--- config.mk ---
export PLATFORM = sky130hd
export DESIGN_NAME = slcd_row_store
export DESIGN_NICKNAME = d
export VERILOG_FILES = /design/src/rtl/segment_lcd_mux_driver_unit_assert.svh /design/src/rtl/slcd_pkg.sv /design/src/rtl/slcd_row_store.sv
export SDC_FILE = /design/constraint.sdc
export NUM_CORES = 1
export LEC_CHECK = 0
export ABC_AREA = 1
export BUFFER_PORTS_ARGS = -buffer_cell sky130_fd_sc_hd__buf_2
export CAP_MARGIN = 10
export CORE_MARGIN = 2
export CORE_UTILIZATION = 40
export CTS_BUF_LIST = sky130_fd_sc_hd__clkbuf_8
export DETAILED_ROUTE_END_ITERATION = 10
export PLACE_DENSITY = 0.69
export REMOVE_ABC_BUFFERS = 1
export SKIP_LAST_GASP = 1
export SLEW_MARGIN = 20
export SYNTH_ARGS = -nofsm -noshare
export SYNTH_HDL_FRONTEND = slang
export SYNTH_SLANG_ARGS = --single-unit
--- constraint.sdc ---
create_clock -name clk -period 1.8 [get_ports clk]
set_clock_uncertainty 0.05 [all_clocks]
set_input_delay 0.18 -clock clk [delete_from_list [all_inputs] [get_ports clk]]
set_output_delay 0.18 -clock clk [all_outputs]
set_load 0.01 [all_outputs]
--- src/rtl/segment_lcd_mux_driver_unit_assert.svh ---
// ----------------------------------------------------------------------------
// segment_lcd_mux_driver_unit_assert.svh
// assertion macros used by the slcd_drive module
// ----------------------------------------------------------------------------
`ifndef SEGMENT_LCD_MUX_DRIVER_UNIT_ASSERT_SVH
`define SEGMENT_LCD_MUX_DRIVER_UNIT_ASSERT_SVH

// same-cycle implication, checked on clk, off while rst_n is low
`define SLCD_ASSERT_IMPL(lbl, ante, cons) \
  lbl: assert property (@(posedge clk) disable iff (!rst_n) (ante) |-> (cons)) \
    else $error("slcd assertion failed");

// next-cycle implication, checked on clk, off while rst_n is low
`define SLCD_ASSERT_NEXT(lbl, ante, cons) \
  lbl: assert property (@(posedge clk) disable iff (!rst_n) (ante) |=> (cons)) \
    else $error("slcd assertion failed");

`endif

--- src/rtl/slcd_pkg.sv ---
// ----------------------------------------------------------------------------
// slcd_pkg
// shared types and codes of the segment lcd multiplex driver
// ----------------------------------------------------------------------------
`default_nettype none

package slcd_pkg;

  localparam int SEG_W = 12;

  typedef logic [SEG_W-1:0] slcd_code_t;

  // command codes
  localparam logic [1:0] CMD_WRITE = 2'd0;
  localparam logic [1:0] CMD_BLANK = 2'd1;
  localparam logic [1:0] CMD_DRIVE = 2'd2;

  // common pin drive codes
  localparam logic [1:0] DRV_LOW  = 2'd0;
  localparam logic [1:0] DRV_HIGH = 2'd1;
  localparam logic [1:0] DRV_HALF = 2'd2;

  // one accepted beat leaving the input stage
  typedef struct packed {
    logic wr;
    logic blank;
    logic drive;
  } slcd_ctl_t;

endpackage

`default_nettype wire

--- src/rtl/slcd_row_store.sv ---
// ----------------------------------------------------------------------------
// slcd_row_store
// common-row words: merges four character codes on a write beat and
// returns the row of the active common
// ----------------------------------------------------------------------------
`default_nettype none

module slcd_row_store (
  input  wire logic                 clk,
  input  wire logic                 rst_n,
  input  wire slcd_pkg::slcd_ctl_t  ctl,
  input  wire slcd_pkg::slcd_code_t codes [4],
  input  wire logic [1:0]           active_common,
  output slcd_pkg::slcd_code_t      row_sel
);
  import slcd_pkg::*;

  localparam slcd_code_t ROW0_KEEP = 12'hF2D;

  // bit offset per [position][nibble], nibble 0 is the high nibble
  localparam logic [3:0] PLACE_OFF [4][3] = '{
    '{4'd0, 4'd1, 4'd2},
    '{4'd3, 4'd4, 4'd11},
    '{4'd5, 4'd6, 4'd10},
    '{4'd9, 4'd7, 4'd8}
  };

  slcd_code_t rows_r   [3];
  slcd_code_t rows_nxt [3];
  slcd_code_t placed   [3];

  always_comb begin
    for (int r = 0; r < 3; r++) begin
      placed[r] = '0;
    end
    for (int p = 0; p < 4; p++) begin
      for (int n = 0; n < 3; n++) begin
        for (int r = 0; r < 3; r++) begin
          placed[r][PLACE_OFF[p][n]] = placed[r][PLACE_OFF[p][n]] |
                                       codes[p][4*(2-n) + 3 - r];
        end
      end
    end
  end

  always_comb begin
    rows_nxt = rows_r;
    if (ctl.wr) begin
      rows_nxt[0] = (rows_r[0] & ROW0_KEEP) | placed[0];
      rows_nxt[1] = placed[1];
      rows_nxt[2] = placed[2];
    end
  end

  always_ff @(posedge clk) begin
    if (!rst_n) begin
      for (int r = 0; r < 3; r++) begin
        rows_r[r] <= '0;
      end
    end else begin
      rows_r <= rows_nxt;
    end
  end

  // row 3 is never written and reads as zero
  always_comb begin
    unique case (active_common)
      2'd0:    row_sel = rows_r[0];
      2'd1:    row_sel = rows_r[1];
      2'd2:    row_sel = rows_r[2];
      default: row_sel = '0;
    endcase
  end

endmodule

`default_nettype wire

==> results.cfg <==
[critical_path]
arrival_ns = 1.23
crit_fanout = 14
cp_slowest_cell = nor2_2
cp-end-kind = primary output
cp_top_family = simple AND/OR/NAND/NOR gates
setup.worst_path.class = in -> out
worstSetupStartpointType = input port
cp_cell_sequence = buf_2 -> nor2_2 -> nand2_1 -> nand3_1 -> buf_2
max_stage_delay_ns = 0.50
cp_num_buf_inv = 2
cpMostUsedCell = buf_2
cp_data_required_time_ns = 1.57

[placement]
portBuffers = 52
post-place-ws_ns = 0.337
routabilityCongestion = 0.744
dpl_cell_area_sq_mm = 0.00173

[clock_tree]
cts_sinks = 36
cts_inserted_buffers = 5
holdBufCountCts = 0
path_clk_slew_ns = 0.07
cts_resized = 0
clock_latency_ns = 0.28
cts_max_level = 2
cts_root_buffer = clkbuf_8
post_cts_buffers = 0
cts_buffer_depth = 2
cts_tree = done

[finish]
fin_nets = 305
largest_register_ffs = 36
synthToLayoutAreaGrowth_pct = 19.0
final_area_sq_mm = 0.00182
num-fill-cells = 419
diodes = 0
largestRegisters = rows_r (36)
top_register = rows_r
drive_gt1_frac = 0.255

[floorplanning]
die_y_um = 65.9
rows = 22
core_sq_mm = 0.00366
pin_count = 67
dieArea_sq_mm = 0.00434
initial_utilization = 0.418
die_w_um = 65.9

[grt]
grtUsageMet3 = 0.0460
overflow = 0
track_usage = 0.173
grt_use_met2 = 0.285
antenna_found_initial = 0
grt_pass1_wl_mm = 5.69
grt_max_degree = 30
grt_busiest_layer = met2
use_met1 = 0.212
grt_pass1_vias = 1324

[sta]
rsz0062_at_grt = no
max_slew_margin = 0.628
maxSlewViolCount = 0
setup_violations = 0
fin_crit_ns = 1.46
worst_pin_slew_ns = 0.558
tns_ns = 0
setup_slack_ns = 0.337
hold_viol_final = 0
fmax_mhz = 683
fin_crit_sh = 0.813

[power]
ir_drop_uv = 496
power.leakage_uw = 0.000877
powerDensity_mw_per_mm2 = 920
total_power_uw = 1670

[synth]
synth_cells = 203
yosys_warnings = 0
synth_cell_types = 14
synth.avg_cell_area_sq_um = 7.54
synth_top_cell_area_share = 0.471
ys_seq_elements = 36
synth_area_leaders = dfxtp_1, nor2_1, nand3_1
synthesis.area_sq_mm = 0.00153
yosys.area.top_type = dfxtp_1
ys_seq_area_frac = 0.471

[routing]
dr.pass1.iters = 4
detail-route-antenna-nets = 0
wirelength_mm = 3.66
route.detailed.drc = 0
vias = 1458
drt_iter0_markers = 73
vias_per_cell = 4.88
wl_per_cell_um = 12.2

[run]
maxCapViolations = 0

[run_status]
outcome = finished, final reports clean

[min_path]
min_path_type = in -> reg
## path summary, 6_finish.rpt
path | endpoint | from | cells after the start | slack, ns
worst max register to register | rows_r[28] | rows_r[28] | 2 | 1.11
worst max-delay path | row_sel[8] | active_common[0] | 5 | 0.34
worst min register to register | rows_r[35] | rows_r[35] | 2 | 0.42
worst min-delay path | rows_r[30] | codes[19] | 3 | 0.06
## power by group
part,switching (uW),total (uW),internal (uW)
clock network,272,572,300
registers,25.8,878,852
logic,132,224,92.3
total,429,1670,1250
## layout by cell type (no fill, tap or decap), drive strengths merged
master	count
nor2	65
nand3	36
buf	54
dfxtp	36
clkbuf	6
inv	6
nand2	12
a21oi	8
o21ai	28
## layer usage
metal | share of wire | wire [um]
met1 | 0.47 | 1730
met2 | 0.44 | 1610
met3 | 0.069 | 251
met4 | 0.020 | 72
met5 | 0 | 0
## through the flow
stage | util | cells | hold slack (ns)
global placement | 0.473 | 291 | 0.353
floorplan | - | 189 | 0.265
finish | 0.497 | 299 | 0.0596
CTS | 0.497 | 299 | 0.0601
global route | 0.497 | 299 | 0.0634
detailed placement | 0.473 | 291 | 0.357
## worst register-to-register path, delay by kind of cell (launching register included)
kind / cells / cell delay [ns]
AND/OR/NAND/NOR: 1 / 0.05
flip-flops: 1 / 0.31
AO/OA/AOI/OAI: 1 / 0.17
## synth_stat cells (all sizes together)
library cell,count
nand3,36
buf,13
a21oi,8
o21ai,28
inv,4
nand2,12
nor2,65
dfxtp,36
clkbuf,1
## logic make-up (layout without fill, tap and decap cells)
| kind of cell | count (synthesis) | in the layout | synth area share |
|---|---|---|---|
| flip-flops | 36 | 36 | 0.471 |
| buffers and inverters | 18 | 66 | 0.103 |
| AO/OA/AOI/OAI | 36 | 36 | 0.118 |
| AND/OR/NAND/NOR | 113 | 113 | 0.308 |
## cell type report
class                      count  area, sq um  area share
sequential                    36          721       0.396
multi-input combinational    149          652       0.358
timing repair buffer          54          275       0.151
clock buffer                   6         82.6      0.0454
tap                           48         60.1      0.0330
inverter                       4         22.5      0.0124
clock inverter                 2         7.51     0.00412
Power figures use the tool's default switching activity.
