[src/rtl/segment_lcd_mux_driver_unit_assert.svh]
// ----------------------------------------------------------------------------
// segment_lcd_mux_driver_unit_assert.svh
// assertion macros used by the slcd_drive module
// ----------------------------------------------------------------------------
`ifndef SEGMENT_LCD_MUX_DRIVER_UNIT_ASSERT_SVH
`define SEGMENT_LCD_MUX_DRIVER_UNIT_ASSERT_SVH

// same-cycle implication, checked on clk, off while rst_n is low
`define SLCD_ASSERT_IMPL(lbl, ante, cons) \
  lbl: assert property (@(posedge clk) disable iff (!rst_n) (ante) |-> (cons)) \
    else $error("slcd assertion failed");

// next-cycle implication, checked on clk, off while rst_n is low
`define SLCD_ASSERT_NEXT(lbl, ante, cons) \
  lbl: assert property (@(posedge clk) disable iff (!rst_n) (ante) |=> (cons)) \
    else $error("slcd assertion failed");

`endif

[src/rtl/slcd_pkg.sv]
// ----------------------------------------------------------------------------
// slcd_pkg
// shared types and codes of the segment lcd multiplex driver
// ----------------------------------------------------------------------------
`default_nettype none

package slcd_pkg;

  localparam int SEG_W = 12;

  typedef logic [SEG_W-1:0] slcd_code_t;

  // command codes
  localparam logic [1:0] CMD_WRITE = 2'd0;
  localparam logic [1:0] CMD_BLANK = 2'd1;
  localparam logic [1:0] CMD_DRIVE = 2'd2;

  // common pin drive codes
  localparam logic [1:0] DRV_LOW  = 2'd0;
  localparam logic [1:0] DRV_HIGH = 2'd1;
  localparam logic [1:0] DRV_HALF = 2'd2;

  // one accepted beat leaving the input stage
  typedef struct packed {
    logic wr;
    logic blank;
    logic drive;
  } slcd_ctl_t;

endpackage

`default_nettype wire

[src/rtl/slcd_char_encoder.sv]
// ----------------------------------------------------------------------------
// slcd_char_encoder
// maps one ascii byte to its 12-bit segment code, blank outside A-Z and 0-9
// ----------------------------------------------------------------------------
`default_nettype none

module slcd_char_encoder (
  input  wire logic [7:0]         ch,
  output slcd_pkg::slcd_code_t    code
);
  import slcd_pkg::*;

  always_comb begin
    case (ch)
      8'h41: code = 12'hD70;
      8'h42: code = 12'h469;
      8'h43: code = 12'h111;
      8'h44: code = 12'h449;
      8'h45: code = 12'h911;
      8'h46: code = 12'h910;
      8'h47: code = 12'h171;
      8'h48: code = 12'hD70;
      8'h49: code = 12'h009;
      8'h4A: code = 12'h451;
      8'h4B: code = 12'hB12;
      8'h4C: code = 12'h111;
      8'h4D: code = 12'h750;
      8'h4E: code = 12'h552;
      8'h4F: code = 12'h551;
      8'h50: code = 12'hD30;
      8'h51: code = 12'h553;
      8'h52: code = 12'hD32;
      8'h53: code = 12'h961;
      8'h54: code = 12'h008;
      8'h55: code = 12'h551;
      8'h56: code = 12'h390;
      8'h57: code = 12'h5D2;
      8'h58: code = 12'h282;
      8'h59: code = 12'h208;
      8'h5A: code = 12'h281;
      8'h30: code = 12'h6A6;
      8'h31: code = 12'h006;
      8'h32: code = 12'h2E4;
      8'h33: code = 12'h0E6;
      8'h34: code = 12'h446;
      8'h35: code = 12'h4E2;
      8'h36: code = 12'h6E2;
      8'h37: code = 12'h086;
      8'h38: code = 12'h6E6;
      8'h39: code = 12'h4E6;
      default: code = '0;
    endcase
  end

endmodule

`default_nettype wire

[config.mk]
export PLATFORM = sky130hd
export DESIGN_NAME = slcd_char_encoder
export DESIGN_NICKNAME = d
export VERILOG_FILES = /design/src/rtl/segment_lcd_mux_driver_unit_assert.svh /design/src/rtl/slcd_pkg.sv /design/src/rtl/slcd_char_encoder.sv
export SDC_FILE = /design/constraint.sdc
export NUM_CORES = 1
export LEC_CHECK = 0
export ABC_AREA = 1
export BUFFER_PORTS_ARGS = -buffer_cell sky130_fd_sc_hd__buf_2
export CORE_MARGIN = 4
export CORE_UTILIZATION = 40
export DETAILED_ROUTE_END_ITERATION = 10
export MAX_ROUTING_LAYER = met4
export PLACE_DENSITY = 0.6
export SYNTH_ARGS = -nofsm -noshare
export SYNTH_HDL_FRONTEND = slang
export SYNTH_SLANG_ARGS = --single-unit
[constraint.sdc]
create_clock -name vclk -period 2.6
set_clock_uncertainty 0.2 [all_clocks]
set_input_delay 0.13 -clock vclk [all_inputs]
set_output_delay 0.13 -clock vclk [all_outputs]
set_load 0.05 [all_outputs]
==> results of run 1 <==
==> through the flow <==
step	total power [mW]	hold WS [ps]	std cells
detailed placement	0.143	472	165
finish	0.144	470	165
CTS	0.143	472	165
floorplan	0.110	252	135
global route	0.159	482	165
global placement	0.143	478	165
==> final timing paths <==
kind      end  depth (start not counted)
min   code[2]                          3
max   code[5]                         10
==> power by group <==
part / internal, mW / total [mW] / switching (mW)
logic: 0.0399 / 0.144 / 0.104
registers: 0 / 0 / 0
clock network: 0 / 0 / 0
total: 0.0399 / 0.144 / 0.104
==> cells in the mapped netlist <==
master,n
clkinv_1,1
buf_2,3
a211oi_1,1
nor2_1,17
a21oi_1,10
nand3_1,12
inv_2,2
nor4_1,1
o21ai_1,5
o21ai_0,15
nor3_1,2
ha_1,8
buf_4,2
nor3b_1,1
inv_1,15
a31oi_1,5
o2111ai_1,1
nand2_1,32
a21oi_2,1
buf_6,1
==> metal layers <==
metal,track usage,vias up,part of all wire,wire length [µm]
li1,-,475,-,-
met1,0.255,413,0.46,967
met4,0.00948,0,0,0
met3,0.00917,0,0.077,161
met2,0.275,41,0.46,955
met5,-,-,0,0
==> worst max-delay path: cells and delay by family <==
kind / cells / cell delay, ps
buffers and inverters: 4 / 560
and+or+nand+nor: 4 / 350
AOI/OAI and AO/OA: 1 / 160
adders and majority gates: 1 / 340
==> area by class of cell <==
| cell class | count | area [µm²] |
|---|---|---|
| inverter | 18 | 67.6 |
| timing repair buffer | 20 | 100 |
| tap | 16 | 20.0 |
| multi-input combinational | 111 | 574 |
| fill | 179 | 797 |
==> kinds of logic after synthesis <==
logic type                 count (synthesis)
and+or+nand+nor                           65
buffers and inverters                     24
adders and majority gates                  8
AOI/OAI and AO/OA                         38
==> out/qor.txt, run 1 <==
max incr delay on CP = 340 ps
Area after DPL = 762 µm²
hold path startpoint = ch[7]
WL final = 2090 µm
period utilisation layout = 0.723
number of synthesis warnings = 0
layout cell share with drive strength beyond 1 = 0.154
simple-gate area share of the yosys netlist = 0.392
I/O pin cnt = 20
Die Span Y = 49.3 µm
Starting DRT DRC Count = 41
CP startpoint = ch[1]
worst path cell trace = buf_2, inv_1, ha_1, nand2_1, nand3_1, nand2_1, o21ai_0, nand2_1, inv_1, buf_2
Crit Path Category = in -> out
Setup crit end kind = output port
Via-to-Cell Ratio = 5.63
Mapped Cells = 135
Post-Syn Nets = 151
Power Density = 189 nW/µm²
full die area = 2430 µm²
final setup margin = 721 ps
die width = 49.3 µm
fin util = 0.489
Worst EP arrival = 1550 ps
hold_buf cts = 0
Max Fclk = 532 MHz
WL per Instance = 12.6 µm
Final Setup Violations = 0
clock buf count = 0
Yosys top cell area share = 0.176
Leak = 0.428 nW
sequential share of the synthesized area = 0
max-cap violation count = 0
library cell with the largest summed area after synthesis = nand2_1
drt first pass iters = 4
sum of negative setup slack = 0 ps
RSZ-0062 raised after global routing = false
Max Fanout on Critical Path = 9
vias in the first global route = 738
Port-buffer cells = 20
mapped cell area = 683 µm²
Starting Density = 0.438
Worst Path Required = 2270 ps
Peak VDD IR = 0.0801 mV
initial antenna violation count = 0
num sequential = 0
main combinational cell family by area after synthesis = simple AND/OR/NAND/NOR gates
P&R area growth vs syn = 11.5%
GRT Util Overall = 0.175
first-pass GRT wire length = 3480 µm
cts repair resizes = 0
Final ANT Viol Nets = 0
status = finished clean
Slew Viols, Final = 0
via count = 929
post-synthesis adder-cell area fraction = 0.147
total congestion overflow = 0
Final Cell Area = 762 µm²
Detail Placement HPWL = 1710 µm
Nets = 167
FF+latch area = 0 µm²
Mean Syn Cell Area = 5.06 µm²
CP Launch Type = input port
Compound-Gate Fraction of Synth Area = 0.302
Hold Path Class = in -> out
Min Clock Period, post-route = 1880 ps
commonest non-fill, non-tap cell in the layout = nand2_1
most frequent cells in the layout = nand2_1, buf_2, nor2_1, inv_1, o21ai_0
multiplexer share of the synthesized area = 0
final hold vios = 0
xor/xnor cell area share of the yosys netlist = 0
Worst Max-Slew Pin Slew = 304 ps
Diodes inserted = 0
normalized max-slew margin = 0.796
slowest stage cell, crit path = ha_1
most used cell, CP = nand2_1
largest net degree at the start of global routing = 19
setup bufs post-CTS = 0
drc violations = 0
Cell variety after synth = 20
num rows = 14
Core Footprint = 1560 µm²
Setup WS pre-CTS = 731 ps
RePlAce Congestion = 0.926
top cells by area, synth = nand2_1, ha_1, o21ai_0, nor2_1, nand3_1
Power figures use the tool's default switching activity.
==> inputs of run 2 (changes only) <==
clock period = 1.8 ns   (was 2.6 ns; I/O delays follow)
==> run 2 against run 1 <==
  * Global-route usage increased by 0.59 points
  * Wire length increased by 1.7%
  * Count of clock-buffer cells in the layout unchanged
  * Die area unchanged
  * First-iteration DRC count increased by 22%
  * Worst hold slack got worse by 96 ps
  * Flip-flop and latch count unchanged
  * Worst setup slack got worse by 580 ps
  * Final cell count increased by 2.4%
  * Critical endpoint unchanged
  * Largest power group unchanged
==> out/qor.txt, run 2 (synthesis results as in run 1) <==
Setup crit end kind = output port
Min Clock Period, post-route = 1660 ps
drc violations = 0
Final Cell Area = 830 µm²
Area after DPL = 817 µm²
num sequential = 0
commonest non-fill, non-tap cell in the layout = nand2_1
Max Fclk = 602 MHz
Via-to-Cell Ratio = 5.59
Power Density = 270 nW/µm²
Max Fanout on Critical Path = 5
Peak VDD IR = 0.107 mV
Worst Path Required = 1510 ps
max incr delay on CP = 320 ps
normalized max-slew margin = 0.803
Max Used Layer = met4
CP Launch Type = input port
Starting DRT DRC Count = 50
P&R area growth vs syn = 21.4%
met3 routed WL = 106 µm
setup bufs post-CTS = 0
Core Footprint = 1560 µm²
slowest stage cell, crit path = ha_1
Die Span Y = 49.3 µm
GRT Util Overall = 0.181
total congestion overflow = 0
RePlAce Congestion = 0.935
WHS = 374 ps
Final Setup Violations = 0
period utilisation layout = 0.922
I/O pin cnt = 20
metal2 WL = 983 µm
die width = 49.3 µm
worst path cell trace = buf_2, inv_1, ha_1, nand2_1, nand3_1, nand2_1, o21ai_0, nand2_1, inv_1, buf_4
initial antenna violation count = 0
Diodes inserted = 0
Final ANT Viol Nets = 0
clock buf count = 0
Worst Max-Slew Pin Slew = 293 ps
Slew Viols, Final = 0
WL final = 2120 µm
RSZ-0062 raised after global routing = false
via count = 944
vias in the first global route = 815
full die area = 2430 µm²
met1 wire length = 1010 µm
Nets = 171
Detail Placement HPWL = 1720 µm
most used cell, CP = nand2_1
Hold Path Class = in -> out
FF+latch area = 0 µm²
Port-buffer cells = 20
largest net degree at the start of global routing = 16
Worst EP arrival = 1370 ps
first-pass GRT wire length = 3510 µm
drt first pass iters = 4
Crit Path Category = in -> out
WL per Instance = 12.5 µm
Leak = 0.451 nW
status = finished clean
layout cell share with drive strength beyond 1 = 0.209
final hold vios = 0
max-cap violation count = 0
num rows = 14
Starting Density = 0.438
most frequent cells in the layout = nand2_1, nor2_1, inv_1, buf_2, o21ai_0
[run 2: cell count changes in the layout (fill, tap and decap cells not counted), sizes merged]
cell	delta
clkbuf	+1
buf	+3
[run 2: where the power goes]
part           switching (mW)  total [mW]  internal, mW
combinational           0.156       0.224        0.0683
clock                       0           0             0
sequential                  0           0             0
[run 2: layout make-up]
cell class,instances,area [µm²]
fillers,173,729
inverters,18,67.6
multi-input cells,111,599
well taps,16,20.0
repair buffers,24,143
[run 2: final timing paths]
check,start,to,slack (ps),depth (start not counted)
worst max-delay path,ch[1],code[5],140,10
worst min-delay path,ch[7],code[2],370,3
[run 2: metrics by stage]
stage | instances | worst slack [ps] | utilization | power, mW | TNS (ps)
5_1_grt | 169 | 3.13 | 0.532 | 0.248 | 0
6_report | 169 | 140 | 0.532 | 0.224 | 0
4_1_cts | 169 | 58.9 | 0.524 | 0.219 | 0
3_5_place_dp | 169 | 60.6 | 0.524 | 0.218 | 0
2_1_floorplan | 135 | -44.7 | - | 0.164 | -44.7
3_3_place_gp | 169 | 81.7 | 0.524 | 0.219 | 0
[run 2: critical path, delay by kind of cell]
| family | cells | cell delay (ps) |
|---|---|---|
| buffers and inverters | 4 | 440 |
| and+or+nand+nor | 4 | 340 |
| adders and majority gates | 1 | 320 |
| AOI/OAI and AO/OA | 1 | 170 |
[run 2: what timing repair did]
item                                    in CTS  in global routing
resized for setup                            0                 11
hold buffers                                 0                  0
endpoints found under the hold margin        0                  0
endpoints found under the setup margin       0                  4
[run 2: metal layers]
metal	GRT usage	up-vias
met5	-	-
met1	0.254	421
met2	0.286	35
met4	0.0427	0
li1	-	486
met3	0.00306	2
==> inputs of run 3 (changes only) <==
REMOVE_ABC_BUFFERS = 1   (was default)
==> run 3 against run 2 <==
  * Maximum frequency down 2.7%
  * Worst setup slack got worse by 45 ps
  * Global-route usage decreased by 0.065 points
  * Total power up 0.29%
  * Critical path type unchanged
  * First-iteration DRC count is 2.0% higher
==> out/qor.txt, run 3 (synthesis results as in run 1) <==
worst path cell trace = buf_2, inv_1, ha_1, inv_1, o21ai_1, nand2_1, nand2_1, nand3_1, a21oi_1, buf_2
Max Fanout on Critical Path = 4
total congestion overflow = 0
Diodes inserted = 0
num rows = 14
WL per Instance = 12.5 µm
num sequential = 0
P&R area growth vs syn = 20.7%
first-pass GRT wire length = 3610 µm
Slew Viols, Final = 0
Starting DRT DRC Count = 51
GRT Util Overall = 0.180
Detail Placement HPWL = 1670 µm
Core Footprint = 1560 µm²
Starting Density = 0.438
Min Clock Period, post-route = 1710 ps
WHS = 371 ps
delay-heaviest family, CP = buffers and inverters
Final Setup Violations = 0
setup bufs post-CTS = 0
Total Power = 225 µW
Crit Path Category = in -> out
CP Buf/Inv Count = 4
die width = 49.3 µm
Setup crit end kind = output port
Worst Max-Slew Pin Slew = 281 ps
RePlAce Congestion = 0.914
Multi-input gate area = 574 µm²
max-cap violation count = 0
via count = 957
max incr delay on CP = 280 ps
most frequent cells in the layout = nand2_1, nor2_1, inv_1, o21ai_0, buf_2
Peak VDD IR = 0.150 mV
slowest stage cell, crit path = buf_2
clock buf count = 0
Leak = 0.454 nW
Fillers = 180
RSZ-0062 raised after global routing = true
drt first pass iters = 4
Via-to-Cell Ratio = 5.63
normalized max-slew margin = 0.811
Worst Path Required = 1510 ps
Port-buffer cells = 20
period utilisation layout = 0.947
Final ANT Viol Nets = 0
WL final = 2130 µm
status = finished clean
vias in the first global route = 842
commonest non-fill, non-tap cell in the layout = nand2_1
initial antenna violation count = 0
Power Density = 273 nW/µm²
CP Launch Type = input port
full die area = 2430 µm²
Nets = 172
drc violations = 0
I/O pin cnt = 20
largest net degree at the start of global routing = 19
Worst EP arrival = 1420 ps
final hold vios = 0
Max Fclk = 586 MHz
Hold Path Class = in -> out
FF+latch area = 0 µm²
Die Span Y = 49.3 µm
layout cell share with drive strength beyond 1 = 0.182
run 3: report_power, final:
part	leakage [nW]	total, mW	switching, mW	internal (mW)
clock network	0	0	0	0
logic	0.454	0.225	0.154	0.0705
registers	0	0	0	0
run 3: cell type report:
| class | instances | share of cell area |
|---|---|---|
| Inverter | 18 | 0.0819 |
| Multi-Input combinational cell | 111 | 0.697 |
| Tap cell | 16 | 0.0243 |
| Timing Repair Buffer | 25 | 0.197 |
run 3: per-layer routing:
layer / part of all wire / GRT usage / vias to the layer above
met1: 0.44 / 0.246 / 424
met5: 0 / - / -
met3: 0.082 / 0.0122 / 0
met2: 0.47 / 0.295 / 47
li1: - / - / 486
met4: 0 / 0.0237 / 0
run 3: final timing paths:
path               from  endpoint  slack, ps  cells past startpoint
setup / recovery  ch[0]   code[9]         90                     10
hold / removal    ch[7]   code[2]        370                      3
run 3: what timing repair did:
item                                   4_1_cts  5_1_grt
endpoints found under the hold margin        0        0
setup endpoints to repair                    0        7
gates resized for setup                      0       17
hold buffers                                 0        0
run 3: metrics by stage:
step | instance area [µm²] | setup TNS, ps | std cells | utilization | setup slack (ps)
after CTS | 800 | 0 | 170 | 0.513 | 60.3
after global routing | 825 | -32.4 | 170 | 0.529 | -22.9
after detailed placement | 800 | 0 | 170 | 0.513 | 63.7
after floorplan | 642 | -1410 | 129 | - | -611
final | 825 | 0 | 170 | 0.529 | 94.6
after global placement | 800 | 0 | 170 | 0.513 | 60.1
