### src/rtl/segment_lcd_mux_driver_unit_assert.svh
// ----------------------------------------------------------------------------
// segment_lcd_mux_driver_unit_assert.svh
// assertion macros used by the slcd_drive module
// ----------------------------------------------------------------------------
`ifndef SEGMENT_LCD_MUX_DRIVER_UNIT_ASSERT_SVH
`define SEGMENT_LCD_MUX_DRIVER_UNIT_ASSERT_SVH

// same-cycle implication, checked on clk, off while rst_n is low
`define SLCD_ASSERT_IMPL(lbl, ante, cons) \
  lbl: assert property (@(posedge clk) disable iff (!rst_n) (ante) |-> (cons)) \
    else $error("slcd assertion failed");

// next-cycle implication, checked on clk, off while rst_n is low
`define SLCD_ASSERT_NEXT(lbl, ante, cons) \
  lbl: assert property (@(posedge clk) disable iff (!rst_n) (ante) |=> (cons)) \
    else $error("slcd assertion failed");

`endif

### src/rtl/slcd_pkg.sv
// ----------------------------------------------------------------------------
// slcd_pkg
// shared types and codes of the segment lcd multiplex driver
// ----------------------------------------------------------------------------
`default_nettype none

package slcd_pkg;

  localparam int SEG_W = 12;

  typedef logic [SEG_W-1:0] slcd_code_t;

  // command codes
  localparam logic [1:0] CMD_WRITE = 2'd0;
  localparam logic [1:0] CMD_BLANK = 2'd1;
  localparam logic [1:0] CMD_DRIVE = 2'd2;

  // common pin drive codes
  localparam logic [1:0] DRV_LOW  = 2'd0;
  localparam logic [1:0] DRV_HIGH = 2'd1;
  localparam logic [1:0] DRV_HALF = 2'd2;

  // one accepted beat leaving the input stage
  typedef struct packed {
    logic wr;
    logic blank;
    logic drive;
  } slcd_ctl_t;

endpackage

`default_nettype wire

### src/rtl/slcd_drive.sv
// ----------------------------------------------------------------------------
// slcd_drive
// common scan and phase state, forms segment and common levels for a tick
// and holds them in the result register
// ----------------------------------------------------------------------------
`default_nettype none

module slcd_drive (
  input  wire logic                 clk,
  input  wire logic                 rst_n,
  input  wire slcd_pkg::slcd_ctl_t  ctl,
  input  wire slcd_pkg::slcd_code_t row_sel,
  input  wire logic                 out_stall,
  output logic                      out_free,
  output logic [1:0]                active_common,
  output logic                      out_valid,
  output logic [11:0]               out_segment_lines,
  output logic [1:0]                out_common_zero_drive,
  output logic [1:0]                out_common_one_drive,
  output logic [1:0]                out_common_two_drive,
  output logic [1:0]                out_common_three_drive
);
  import slcd_pkg::*;

  logic        second_phase_r;
  logic [1:0]  active_common_q;
  logic [1:0]  active_common_nxt;
  logic        second_phase_nxt;
  logic        out_valid_r, out_valid_nxt;
  slcd_code_t  seg_r, seg_nxt;
  logic [1:0]  com_r   [4];
  logic [1:0]  com_nxt [4];
  logic        load;

  assign out_free = !out_valid_r || !out_stall;
  assign load     = ctl.blank || ctl.drive;

  always_comb begin
    active_common_nxt = active_common_q;
    second_phase_nxt  = second_phase_r;
    seg_nxt           = seg_r;
    com_nxt           = com_r;
    if (ctl.blank) begin
      seg_nxt = '0;
      for (int k = 0; k < 4; k++) begin
        com_nxt[k] = DRV_LOW;
      end
    end else if (ctl.drive) begin
      for (int k = 0; k < 4; k++) begin
        com_nxt[k] = DRV_HALF;
      end
      if (!second_phase_r) begin
        seg_nxt                  = row_sel;
        com_nxt[active_common_q] = DRV_LOW;
        second_phase_nxt         = 1'b1;
      end else begin
        seg_nxt                  = ~row_sel;
        com_nxt[active_common_q] = DRV_HIGH;
        active_common_nxt        = active_common_q + 2'd1;
        second_phase_nxt         = 1'b0;
      end
    end
    if (load) begin
      out_valid_nxt = 1'b1;
    end else begin
      out_valid_nxt = out_valid_r && out_stall;
    end
  end

  always_ff @(posedge clk) begin
    if (!rst_n) begin
      active_common_q <= '0;
      second_phase_r  <= 1'b0;
      out_valid_r     <= 1'b0;
    end else begin
      active_common_q <= active_common_nxt;
      second_phase_r  <= second_phase_nxt;
      out_valid_r     <= out_valid_nxt;
    end
  end

  always_ff @(posedge clk) begin
    seg_r <= seg_nxt;
    com_r <= com_nxt;
  end

  assign active_common          = active_common_q;
  assign out_valid              = out_valid_r;
  assign out_segment_lines      = seg_r;
  assign out_common_zero_drive  = com_r[0];
  assign out_common_one_drive   = com_r[1];
  assign out_common_two_drive   = com_r[2];
  assign out_common_three_drive = com_r[3];

`include "segment_lcd_mux_driver_unit_assert.svh"

  `SLCD_ASSERT_NEXT(a_first_phase_holds_common,
    ctl.drive && !second_phase_r,
    active_common_q == $past(active_common_q) && second_phase_r)
  `SLCD_ASSERT_NEXT(a_second_phase_advances,
    ctl.drive && second_phase_r,
    active_common_q == $past(active_common_q) + 2'd1 && !second_phase_r)
  `SLCD_ASSERT_NEXT(a_blank_keeps_scan,
    ctl.blank,
    active_common_q == $past(active_common_q) && second_phase_r == $past(second_phase_r))
  `SLCD_ASSERT_NEXT(a_blank_levels,
    ctl.blank,
    seg_r == '0 && com_r[0] == DRV_LOW && com_r[3] == DRV_LOW)

endmodule

`default_nettype wire

### config.mk
export PLATFORM = sky130hd
export DESIGN_NAME = slcd_drive
export DESIGN_NICKNAME = d
export VERILOG_FILES = /design/src/rtl/slcd_pkg.sv /design/src/rtl/slcd_drive.sv
export VERILOG_INCLUDE_DIRS = /design/src /design/src/rtl
export SDC_FILE = /design/constraint.sdc
export NUM_CORES = 1
export LEC_CHECK = 0
export BUFFER_PORTS_ARGS = -buffer_cell sky130_fd_sc_hd__buf_4
export CAP_MARGIN = 40
export CORE_MARGIN = 8
export CORE_UTILIZATION = 40
export DETAILED_ROUTE_END_ITERATION = 10
export MAX_ROUTING_LAYER = met4
export PLACE_DENSITY = 0.75
export SLEW_MARGIN = 0
export SYNTH_ARGS = -nofsm -noshare
export SYNTH_HDL_FRONTEND = slang
export SYNTH_SLANG_ARGS = --single-unit
### constraint.sdc
create_clock -name clk -period 1.4 [get_ports clk]
set_input_delay 0 -clock clk [delete_from_list [all_inputs] [get_ports clk]]
set_output_delay 0 -clock clk [all_outputs]
set_load 0.05 [all_outputs]
==> qor.json, run 1 <==
{
  "floorplan.core_area_um2": 2450,
  "syn-num-nets": 129,
  "cts_hold_buffers": 13,
  "grt_max_degree": 44,
  "critical_path_peak_fanout": 15,
  "worst_r2r_endpoint": "out_segment_lines[5]$_SDFFE_PP0P_",
  "postCtsSetupBuffers": 0,
  "timing.reg2reg.setup_slack_ns": 0.33,
  "power.leakage_nw": 0.608,
  "destination_of_the_worst_hold_path": "out_segment_lines[5]$_SDFFE_PP0P_",
  "globalRoute.totalOverflow": 0,
  "finalNonFillerCells": 185,
  "dp_hpwl_um": 1650,
  "synthesized_area_um2": 1020,
  "synth_seq_cells": 24,
  "slowest_library_cell_on_the_worst_path": "sky130_fd_sc_hd__dfxtp_1",
  "critical_path.cell_chain": "buf_12, xnor2_1, a211oi_1",
  "yosysSeqAreaShare_pct": 46.9,
  "cpLargestDelayFamily": "flip-flops",
  "synthToLayoutAreaGrowth_pct": 43.8,
  "post_synth_inst_count": 107,
  "initial_core_util_pct": 41.7,
  "drc": 0,
  "slew_viols_final": 0,
  "cts.reportedPaths.clkPinSlew_ns": 0.12,
  "timing.rr.start": "second_phase_r$_SDFFE_PN0P_",
  "die_x_um": 66.6,
  "outcome": "finished clean",
  "fin_worst_skew_ns": 0.00984,
  "postRouteWirelength_um": 2430,
  "worst-path-stages": 3,
  "grt_busiest_layer": "met2",
  "post-route-min-period_ns": 1.07,
  "hold_path_class": "in -> reg",
  "slew-limit-headroom_pct": 74.8,
  "numPortBuffers": 40,
  "std_cell_rows": 18,
  "cp_num_buf_inv": 1,
  "max_cap_violations": 0,
  "finalSetupViolations": 0,
  "grt_pass1_wl_um": 3930,
  "post_place_cell_area_um2": 1320,
  "timing.critical_path.arrival_ns": 1.29,
  "drt_first_pass_iters": 2,
  "yosys_warnings": 0,
  "fin_crit_sh_pct": 76.7,
  "via_count": 876,
  "first_global_vias": 875,
  "detail_route.iter0.violations": 18,
  "timing.critical_path.required_ns": 1.62,
  "groute.layer.met1.usage_pct": 12.5,
  "grt_usage_pct": 11.4,
  "gp_congestion": 0.733,
  "crit_path_end_kind": "flop",
  "min-delay-start": "row_sel[5]",
  "floorplan.die.height_um": 66.6,
  "h-tree-depth": 1,
  "viasPerCell": 4.74,
  "design.die.area_um2": 4430,
  "cts-resized-gates": 0,
  "layout.cells.most_common": "sky130_fd_sc_hd__buf_4",
  "num_antenna_cells": 0,
  "final_layout_size_suffix_gt1_share_pct": 28.4,
  "path_class": "reg -> reg",
  "report.power.total_mw": 1.48,
  "clk_latency_ns": 0.30,
  "postSynthAreaPerCell_um2": 9.57,
  "cts_buffers": 3,
  "hold_viol_final": 0,
  "io_pins": 42,
  "routedWlPerCell_um": 13.1,
  "antenna_found_initial": 0,
  "tns_ns": 0,
  "numPlacedInstances": 169,
  "drtAntennaViolNets": 0,
  "clockBufferDepth": 2,
  "vdd_drop_max_uv": 627,
  "grt.met3_usage_pct": 2.85,
  "grt_setup_unrepaired": "false",
  "worst-slew-pin-transition_ns": 0.378,
  "worst_hold_path.num_cells": 3,
  "cts.sink_count": 24,
  "grtUsageMet2_pct": 19.4,
  "final_nets": 179,
  "power_density_over_the_cells_nw_per_um2": 1000,
  "mostFrequentLayoutCells": "sky130_fd_sc_hd__buf_4, sky130_fd_sc_hd__dfxtp_1, sky130_fd_sc_hd__nor2_1",
  "final_util_pct": 59.9,
  "worst-r2r-cell-count": 3,
  "cts_tree": "built",
  "finish.instance_area_um2": 1470,
  "critical_path.max_stage_delay_ns": 0.46,
  "clock.fmax_ghz": 0.932,
  "timing.critical_path.from_type": "flop",
  "netlist-cell-type-count": 19,
  "clockRootBuffer": "sky130_fd_sc_hd__clkbuf_4"
}
[registers in the layout (all words and copies together), names as in the netlist]
name	count
out_common_one_drive	2
out_common_two_drive	2
out_common_three_drive	2
second_phase_r	1
out_common_zero_drive	2
active_common	2
out_segment_lines	12
out_valid	1
[cell type report]
| cell class | count | area (um2) |
|---|---|---|
| multi-input cells | 72 | 473 |
| inverters | 2 | 7.51 |
| flip-flops and latches | 24 | 480 |
| repair buffers | 54 | 450 |
| well taps | 30 | 37.5 |
| clock buffers | 3 | 22.5 |
| fillers | 208 | 983 |
[cell usage after synthesis]
master | instances | area (um2)
sky130_fd_sc_hd__inv_1 | 2 | 7.51
sky130_fd_sc_hd__nand3_1 | 5 | 25.0
sky130_fd_sc_hd__nand3b_1 | 1 | 7.51
sky130_fd_sc_hd__buf_6 | 1 | 11.3
sky130_fd_sc_hd__a211oi_1 | 16 | 120
sky130_fd_sc_hd__xnor2_1 | 14 | 123
sky130_fd_sc_hd__a21oi_1 | 4 | 20.0
sky130_fd_sc_hd__nand2_1 | 2 | 7.51
sky130_fd_sc_hd__ha_1 | 4 | 50.1
sky130_fd_sc_hd__a21boi_0 | 1 | 7.51
sky130_fd_sc_hd__o21ai_0 | 1 | 5.00
sky130_fd_sc_hd__nor2_1 | 17 | 63.8
sky130_fd_sc_hd__dfxtp_1 | 24 | 480
sky130_fd_sc_hd__buf_1 | 2 | 7.51
sky130_fd_sc_hd__buf_2 | 4 | 20.0
sky130_fd_sc_hd__and2_1 | 2 | 12.5
sky130_fd_sc_hd__nand2b_1 | 5 | 31.3
sky130_fd_sc_hd__buf_12 | 1 | 20.0
sky130_fd_sc_hd__clkbuf_1 | 1 | 3.75
[worst reg2reg max path: stages (launching register included)]
cell and delay, ns:
sky130_fd_sc_hd__dfxtp_1 0.46, sky130_fd_sc_hd__buf_12 0.20, sky130_fd_sc_hd__xnor2_1 0.09, sky130_fd_sc_hd__a211oi_1 0.25
[per-layer routing]
metal | share of wire [%] | wire, um | up-vias
li1 | - | - | 458
met1 | 43 | 1050 | 401
met2 | 52 | 1250 | 15
met3 | 4.1 | 99 | 2
met4 | 0.78 | 19 | 0
met5 | 0 | 0 | -
[kinds of logic (layout without fill, tap and decap cells)]
logic type | count (synthesis) | after routing | share of synthesized area, %
compound gates | 22 | 22 | 14.9
xor+xnor | 14 | 14 | 12.0
fa+ha+maj | 4 | 4 | 4.89
buf+inv | 11 | 59 | 6.85
flops | 24 | 24 | 46.9
simple gates | 32 | 32 | 14.4
[through the flow]
| step | hold slack, ns | setup slack [ns] |
|---|---|---|
| after floorplan | 0.122 | 0.0450 |
| after CTS | 0.00694 | 0.307 |
| after detailed placement | 0.253 | 0.338 |
| final | 0.00572 | 0.327 |
| after global placement | 0.240 | 0.394 |
| after global routing | 0.00417 | 0.235 |
[power breakdown]
group          internal, mW  switching (mW)  total [mW]
sequential            0.727          0.0273       0.755
clock                 0.100           0.181       0.281
combinational         0.178           0.264       0.442
total                  1.01           0.472        1.48
[worst max path at each step]
stage	start	end
2_1_floorplan	out_valid$_SDFF_PN0_	out_valid$_SDFF_PN0_
3_3_place_gp	active_common[0]$_SDFFE_PN0P_	active_common[1]$_SDFFE_PN0P_
3_5_place_dp	active_common[0]$_SDFFE_PN0P_	active_common[1]$_SDFFE_PN0P_
4_1_cts	active_common[0]$_SDFFE_PN0P_	out_common_zero_drive[1]$_SDFFE_PP0P_
5_1_grt	active_common[0]$_SDFFE_PN0P_	out_common_zero_drive[1]$_SDFFE_PP0P_
6_report	second_phase_r$_SDFFE_PN0P_	out_segment_lines[5]$_SDFFE_PP0P_
No activity file was read; power rests on OpenSTA's default activity.
==> run 2: changes to the inputs <==
- clock period: 1.4 -> 1.09 ns (I/O delays scaled with it)
==> run 2 against run 1 <==
  * Wire length is 6.1% higher
  * Total power grew 31%
  * Critical path depth unchanged
  * Fmax increased by 6.6%
  * First-iteration DRC count rose by 83%
  * Global-route usage grew 0.93 points
  * Sequential share of layout area shrank 0.55 points
  * Worst setup slack got worse by 0.24 ns
  * Cell area rose by 3.6%
  * Non-clock buffer count grew 4
  * Critical endpoint is now out_segment_lines[9]$_SDFFE_PP0P_
  * Highest routed layer is now met3
==> qor.json, run 2 (synthesis results as in run 1) <==
{
  "outcome": "finished clean",
  "clk_latency_ns": 0.31,
  "antenna_found_initial": 0,
  "fillers": 193,
  "timing.rr.start": "second_phase_r$_SDFFE_PN0P_",
  "h-tree-depth": 1,
  "largest_reg_flops": 12,
  "grt_usage_pct": 12.3,
  "via_count": 896,
  "viasPerCell": 4.72,
  "worst_hold_path.num_cells": 2,
  "drt_first_pass_iters": 4,
  "min-delay-start": "ctl[1]",
  "floorplan.die.height_um": 66.6,
  "max_cap_violations": 0,
  "fin_worst_skew_ns": 0.00250,
  "worst-r2r-cell-count": 3,
  "critical_path.cell_chain": "buf_4, xnor2_1, a211oi_1",
  "groute.layer.met1.usage_pct": 14.8,
  "grt_pass1_wl_um": 4210,
  "finalSetupViolations": 0,
  "io_pins": 42,
  "postRouteWirelength_um": 2570,
  "grt.met3_usage_pct": 2.35,
  "critical_path.max_stage_delay_ns": 0.40,
  "post-route-min-period_ns": 1.01,
  "slowest_library_cell_on_the_worst_path": "sky130_fd_sc_hd__dfxtp_1",
  "clock.fmax_ghz": 0.993,
  "postCtsSetupBuffers": 0,
  "design.die.area_um2": 4430,
  "post_place_cell_area_um2": 1350,
  "finish.instance_area_um2": 1520,
  "crit_path_end_kind": "flop",
  "worst-slew-pin-transition_ns": 0.236,
  "layout.cells.most_common": "sky130_fd_sc_hd__buf_4",
  "routedWlPerCell_um": 13.5,
  "drtAntennaViolNets": 0,
  "grt_max_degree": 24,
  "dp_hpwl_um": 1760,
  "slew-limit-headroom_pct": 84.3,
  "fin_crit_sh_pct": 92.4,
  "cts_buffers": 3,
  "critical_path_peak_fanout": 7,
  "destination_of_the_worst_hold_path": "out_common_three_drive[0]$_SDFFE_PP0P_",
  "die_x_um": 66.6,
  "final_layout_size_suffix_gt1_share_pct": 32.5,
  "hold_path_class": "in -> reg",
  "final_nets": 183,
  "worst_r2r_endpoint": "out_segment_lines[9]$_SDFFE_PP0P_",
  "power.leakage_nw": 0.633,
  "first_global_vias": 919,
  "tns_ns": 0,
  "timing.critical_path.arrival_ns": 1.24,
  "cts.reportedPaths.clkPinSlew_ns": 0.12,
  "clockBufferDepth": 2,
  "timing.critical_path.required_ns": 1.32,
  "drc": 0,
  "path_class": "reg -> reg",
  "globalRoute.totalOverflow": 0,
  "hold_viol_final": 0,
  "power_density_over_the_cells_nw_per_um2": 1270,
  "std_cell_rows": 18,
  "numPortBuffers": 40,
  "vdd_drop_max_uv": 1010,
  "timing.reg2reg.setup_slack_ns": 0.08,
  "grt_setup_unrepaired": "false",
  "slew_viols_final": 0,
  "gp_congestion": 0.706,
  "floorplan.core_area_um2": 2450,
  "grtUsageMet2_pct": 20.1,
  "detail_route.iter0.violations": 33,
  "num_antenna_cells": 0,
  "cts_tree": "built",
  "cts.sink_count": 24,
  "timing.critical_path.from_type": "flop",
  "initial_core_util_pct": 41.7,
  "mostFrequentLayoutCells": "sky130_fd_sc_hd__buf_4, sky130_fd_sc_hd__dfxtp_1, sky130_fd_sc_hd__nor2_1",
  "clockRootBuffer": "sky130_fd_sc_hd__clkbuf_4",
  "grt_busiest_layer": "met2",
  "synthToLayoutAreaGrowth_pct": 48.9
}
[run 2: cell types whose count changed in the layout (fill, tap and decap cells not counted), sizes merged]
cell         change
buf              +3
dlygate4sd3      +1
clkinv           +1
[run 2: area by class of cell]
class / instances / area [um2] / area share (%)
multi-input combinational: 72 / 480 / 31.5
timing repair buffer: 58 / 483 / 31.7
clock buffer: 3 / 22.5 / 1.48
tap: 30 / 37.5 / 2.46
inverter: 2 / 7.51 / 0.493
sequential: 24 / 489 / 32.1
clock inverter: 1 / 3.75 / 0.246
[run 2: per-stage QoR]
step	power [mW]	utilization, %	hold WS (ns)	instances	setup WS (ns)
4_1_cts	1.94	61.9	0.0185	190	0.0838
2_1_floorplan	1.36	-	0.121	107	0.0660
3_3_place_gp	1.52	55.1	0.244	172	0.161
6_report	1.94	62.1	0.0221	190	0.0828
5_1_grt	2.05	62.1	0.0374	190	0.00701
3_5_place_dp	1.53	55.1	0.252	172	0.105
[run 2: how the worst max path moves through the flow]
stage	from	end	slack, ns	cells past startpoint
after floorplan	active_common[0]$_SDFFE_PN0P_	active_common[1]$_SDFFE_PN0P_	0.07	4
after CTS	second_phase_r$_SDFFE_PN0P_	out_segment_lines[2]$_SDFFE_PP0P_	0.08	3
after global routing	second_phase_r$_SDFFE_PN0P_	out_segment_lines[4]$_SDFFE_PP0P_	0.007	3
after detailed placement	second_phase_r$_SDFFE_PN0P_	out_segment_lines[2]$_SDFFE_PP0P_	0.11	3
after global placement	second_phase_r$_SDFFE_PN0P_	out_segment_lines[7]$_SDFFE_PP0P_	0.16	3
final	second_phase_r$_SDFFE_PN0P_	out_segment_lines[9]$_SDFFE_PP0P_	0.08	3
[run 2: power by group]
| part | switching (mW) | internal (mW) | total, mW |
|---|---|---|---|
| combinational | 0.349 | 0.240 | 0.589 |
| sequential | 0.0350 | 0.931 | 0.966 |
| clock | 0.250 | 0.134 | 0.384 |
[run 2: timing repair]
item,4_1_cts,5_1_grt
endpoints found under the hold margin,16,0
resized for setup,0,1
setup endpoints to repair,0,1
hold buffers,14,0
[run 2: worst max-delay path, delay by kind of cell, from the launching register on]
kind | cells | cell delay (ns)
AO/OA/AOI/OAI | 1 | 0.24
XOR/XNOR | 1 | 0.10
buffers and inverters | 1 | 0.20
flip-flops | 1 | 0.40
[run 2: routing by layer]
layer	share of wire, %	routed length, um
met3	4.1	106
met5	0	0
met4	0	0
met1	42	1080
met2	54	1390
